$ cat src/rtl/lpep_pkg.sv
// Shared constants and types for the layer prefetch / eviction policy unit.
// Used by the controller, the datapath and the top level; no dependencies.
package lpep_pkg;
	localparam int DEF_MAX_LAYERS = 128;
	localparam int DEF_TIME_BITS  = 32;

	localparam logic [1:0] REG_LAYER_COUNT = 2'd0;
	localparam logic [1:0] REG_PF_DIST     = 2'd1;
	localparam logic [1:0] REG_COLD_TICKS  = 2'd2;
	localparam logic [1:0] REG_WS_TARGET   = 2'd3;

	localparam logic [1:0] TEMP_COLD = 2'd0;
	localparam logic [1:0] TEMP_WARM = 2'd1;
	localparam logic [1:0] TEMP_HOT  = 2'd2;

	// Commands from the controller to the datapath.
	typedef struct packed {
		logic start;      // latch request and do the first touch
		logic scan_clr;   // reset the scan index and scan bookkeeping
		logic age_step;   // age one entry
		logic vic_step;   // examine one entry as an eviction candidate
		logic evict;      // evict the chosen victim
		logic count_step; // count one resident entry
		logic prefetch;   // compute and issue the prefetch
	} lpep_cmd_t;

	// Status from the datapath to the controller.
	typedef struct packed {
		logic skip;      // completion or bad index: no aging or eviction scans
		logic scan_last; // scan index at last live entry
		logic need_evict;
		logic found;
		logic pf_busy;   // prefetch target still being reduced modulo the layer count
	} lpep_sts_t;
endpackage

$ cat src/rtl/lpep_ctrl.sv
// Controller state machine for the layer prefetch / eviction policy unit.
// Depends on lpep_pkg; drives the datapath through lpep_cmd_t.
module lpep_ctrl
	import lpep_pkg::*;
(
	input  logic      clk,
	input  logic      arst_n,
	input  logic      in_valid,
	output logic      in_ready,
	output logic      out_valid,
	input  logic      out_ready,
	input  lpep_sts_t sts,
	output lpep_cmd_t cmd
);
	localparam logic [3:0] ST_IDLE  = 4'd0;
	localparam logic [3:0] ST_AGE   = 4'd1;
	localparam logic [3:0] ST_CHK   = 4'd2;
	localparam logic [3:0] ST_VIC   = 4'd3;
	localparam logic [3:0] ST_EVICT = 4'd4;
	localparam logic [3:0] ST_PF    = 4'd5;
	localparam logic [3:0] ST_CNT   = 4'd6;
	localparam logic [3:0] ST_DONE  = 4'd7;
	localparam logic [3:0] ST_VWAIT = 4'd8;

	logic [3:0] state_q, state_d;

	assign in_ready  = (state_q == ST_IDLE);
	assign out_valid = (state_q == ST_DONE);

	always_comb begin
		state_d = state_q;
		cmd = '0;
		unique case (state_q)
			ST_IDLE: begin
				if (in_valid) begin
					cmd.start = 1'b1;
					cmd.scan_clr = 1'b1;
					state_d = ST_AGE;
				end
			end
			ST_AGE: begin
				if (sts.skip) begin
					state_d = ST_CNT;
				end else begin
					cmd.age_step = 1'b1;
					if (sts.scan_last) begin
						cmd.scan_clr = 1'b1;
						state_d = ST_CHK;
					end
				end
			end
			ST_CHK: begin
				cmd.scan_clr = 1'b1;
				state_d = sts.need_evict ? ST_VIC : ST_PF;
			end
			ST_VIC: begin
				cmd.vic_step = 1'b1;
				if (sts.scan_last) state_d = ST_VWAIT;
			end
			// The last candidate's timestamp read lands here.
			ST_VWAIT: begin
				state_d = ST_EVICT;
			end
			ST_EVICT: begin
				if (sts.found) begin
					cmd.evict = 1'b1;
					state_d = ST_CHK;
				end else begin
					state_d = ST_PF;
				end
			end
			ST_PF: begin
				if (!sts.pf_busy) begin
					cmd.prefetch = 1'b1;
					cmd.scan_clr = 1'b1;
					state_d = ST_CNT;
				end
			end
			ST_CNT: begin
				cmd.count_step = 1'b1;
				if (sts.scan_last) state_d = ST_DONE;
			end
			ST_DONE: begin
				if (out_ready) state_d = ST_IDLE;
			end
			default: state_d = ST_IDLE;
		endcase
	end

	always_ff @(posedge clk or negedge arst_n) begin
		if (!arst_n) state_q <= ST_IDLE;
		else state_q <= state_d;
	end
endmodule

$ cat config.mk
export PLATFORM = sky130hd
export DESIGN_NAME = lpep_ctrl
export DESIGN_NICKNAME = d
export VERILOG_FILES = /design/src/rtl/lpep_pkg.sv /design/src/rtl/lpep_ctrl.sv
export SDC_FILE = /design/constraint.sdc
export NUM_CORES = 1
export LEC_CHECK = 0
export BUFFER_PORTS_ARGS = -buffer_cell sky130_fd_sc_hd__buf_4
export CORE_AREA = 3 3 40 42
export DETAILED_ROUTE_END_ITERATION = 8
export DIE_AREA = 0 0 43 45
export PLACE_DENSITY = 0.67
export SLEW_MARGIN = 20
export SYNTH_ARGS = -nofsm -noshare
export SYNTH_HDL_FRONTEND = slang
export SYNTH_SLANG_ARGS = --single-unit
export TNS_END_PERCENT = 10
$ cat constraint.sdc
create_clock -name clk -period 2.5 [get_ports clk]
set_input_delay 0.25 -clock clk [delete_from_list [all_inputs] [get_ports clk]]
set_output_delay 0.25 -clock clk [all_outputs]
set_load 0.01 [all_outputs]
==> reports/qor.csv <==
stage,metric,value,unit
clock_tree,tritoncts,yes,
cells_and_area,regMostFlops,state_q,
clock_tree,cts_resized,0,
place,place_area,552,µm²
worst_setup_path,arrival,1.54,ns
worst_hold_path,min_path_type,in -> async,
global_route,first_global_vias,419,
sta,fin_setup_tns,0,ns
worst_setup_path,r2r-start,state_q[3]$_DFFE_PN0P_,
run,cap_violations,0,
sta,slew_viol_final,0,
clock_tree,clock_path_buffers,2,
routing,wl,1090,µm
global_route,grt_max_degree,16,
worst_setup_path,reg2reg_to,state_q[2]$_DFFE_PN0P_,
worst_setup_path,reg2reg_slack,0.91,ns
cells_and_area,drive_gt1_frac,0.388,
power,p_per_area,1310,nW/µm²
synthesis,synth_edf_count,0,
routing,ant_nets,0,
synthesis,yosys-top-cells-count,"nor2_1 (7), dfrtp_1 (4), nor3_1 (4), a21oi_1 (3), buf_2 (3)",
global_route,overflow,0,
global_route,antenna_found_initial,0,
die,die_h,45,µm
sta,finalSetupViolCount,0,
die,core_area,1280,µm²
place,routabilityCongestion,0.720,
power,total_power,766,µW
global_route,grt_pass1_wl,1770,µm
routing,via_per_inst,5.35,
clock_tree,cts-root-buf,clkbuf_4,
sta,max_freq,558,MHz
place,portBuffers,17,
cells_and_area,final_cell_area,584,µm²
sta,relSlewSlack,0.666,
synthesis,yosys.area.top_type,dfrtp_1,
synthesis,yosysTopAreaCellShare,0.232,
power,max-vdd-ir-drop,0.000635,V
sta,worst_pin_slew,0.502,ns
clock_tree,path_clk_slew,0.04,ns
synthesis,ys_seq_area_frac,0.232,
routing,route.detailed.drc,0,
sta,period_share,0.717,
synthesis,ys_ff_latch,4,
synthesis,synth.net_count,59,
cells_and_area,largest_register_ffs,4,
cells_and_area,reg.largest.list,state_q x4,
synthesis,synth_area_per_cell,8.63,µm²
worst_setup_path,slowest_stage,dfrtp_1,
outcome,status,"finished, final reports clean",
synthesis,yosys-top-cells-area,"dfrtp_1 (23%), a2111oi_4 (6.4%), nor2_1 (6.1%), nor4_2 (5.8%), a221o_1 (4.6%)",
routing,dr.pass1.iters,4,
synthesis,synth_cells,50,
sta,fin_ws,0.708,ns
routing,drtIter0Drc,5,
synthesis,yosysWarningCount,0,
synthesis,syn_area,432,µm²
sta,rsz0062_at_grt,no,
clock_tree,cts_max_level,1,
worst_setup_path,cp-end-kind,output port,
die,io_pins,18,
routing,wire_per_inst,13.3,µm
cells_and_area,fin_nets,78,
die,row_count,13,
cells_and_area,nFillCells,138,
power,swShare,0.482,
synthesis,yosysMostFrequentCell,nor2_1,
clock_tree,cts_setup_buffers,0,
die,dieArea,1940,µm²
place,dp_hpwl,844,µm
routing,dr_total_vias,439,
worst_setup_path,critPathMaxStageDelay,0.55,ns
worst_setup_path,crit_chain,"nor2_1, o21a_1, a21oi_1, o21ai_1, buf_4",
power,pwr-share-comb,0.606,
synthesis,async_reset_ff_frac,1.00,
global_route,grt_usage,0.123,
clock_tree,cts_buffers,3,
worst_setup_path,start_kind,flop,
synthesis,synth_cell_types,28,
clock_tree,cts_sinks,4,
power,p_int,396,µW
die,die_width,43,µm
sta,hold_viol_final,0,
synthesis,synth-main-ff-cell,dfrtp_1,
sta,fin_crit,1.79,ns
clock_tree,clkLatencyLatePin,0.23,ns
worst_setup_path,crit_type,reg -> out,
power,p_sw,369,µW
clock_tree,hold_buffers,1,
worst_setup_path,r2r_cells,4,
cells_and_area,syn_to_final_growth,35.4,%
sta,clock_skew,0.00527,ns
worst_setup_path,worstPathRequired,2.25,ns
power,seqPwrFrac,0.291,
sta,holdWs,0.361,ns
place,pre_cts_ws,0.911,ns
die,initial_core_util,0.336,
cells_and_area,n_antenna_cell,0,
power,clkPwrFrac,0.103,
worst_setup_path,critPathMaxFanout,15,
power,leakage,0.265,nW
-- cells by family (layout without fill, tap and decap cells) --
logic type / Yosys count / in the layout / share of synthesized area
multiplexers: 3 / 3 / 0.0725
AO/OA/AOI/OAI: 14 / 14 / 0.307
buffers and inverters: 6 / 23 / 0.0783
flip-flops: 4 / 4 / 0.232
AND/OR/NAND/NOR: 23 / 23 / 0.310
-- worst max-delay path: cells and delay by family, from the launching register on --
family	cells	cell delay [ns]
flops	1	0.55
compound gates	3	0.36
simple gates	1	0.26
buf+inv	1	0.13
-- power by group through the flow --
stage,logic (mW),clock network [mW],registers [mW]
4_1_cts,0.471,0.0847,0.220
3_3_place_gp,0.456,0,0.217
5_1_grt,0.501,0.0898,0.234
6_report,0.464,0.0792,0.223
3_5_place_dp,0.469,0,0.221
2_1_floorplan,0.420,0,0.138
-- metrics by stage --
step	utilization	cells
floorplan	-	50
global placement	0.429	78
detailed placement	0.429	78
CTS	0.455	82
global route	0.455	82
finish	0.455	82
-- metal layers --
layer  part of all wire  GRT usage  vias to the layer above
li1                   -          -                      222
met1               0.45      0.153                      204
met2               0.49      0.192                       13
met3              0.059    0.00797                        0
met4                  0      0.108                        0
met5                  0          0                        -
-- layout make-up --
class | count | area, µm² | area share
multi-input cells | 40 | 298 | 0.510
inverters | 2 | 7.51 | 0.0128
repair buffers | 18 | 138 | 0.236
flip-flops and latches | 4 | 100 | 0.171
well taps | 15 | 18.8 | 0.0321
clock buffers | 3 | 22.5 | 0.0385
-- worst max-delay path by stage --
stage                                 from                      to  cells after the start
floorplan           state_q[1]$_DFFE_PN0P_                  cmd[5]                      5
global placement    state_q[1]$_DFFE_PN0P_                  cmd[5]                      5
detailed placement  state_q[2]$_DFFE_PN0P_  state_q[2]$_DFFE_PN0P_                      4
CTS                 state_q[1]$_DFFE_PN0P_                  cmd[5]                      5
global route        state_q[1]$_DFFE_PN0P_                  cmd[5]                      5
finish              state_q[2]$_DFFE_PN0P_                  cmd[5]                      5
-- placed cells by master (no fill, tap or decap), types with 2 or more instances in the layout --
cell type / n
a21oi_1: 3
nand2b_1: 2
nor2_1: 7
mux2i_1: 2
clkbuf_4: 3
nand2_1: 2
a221o_1: 2
inv_1: 2
dfrtp_1: 4
nor3_1: 4
nor4_2: 2
buf_4: 17
Note: power is estimated with default switching activity, not from simulation.
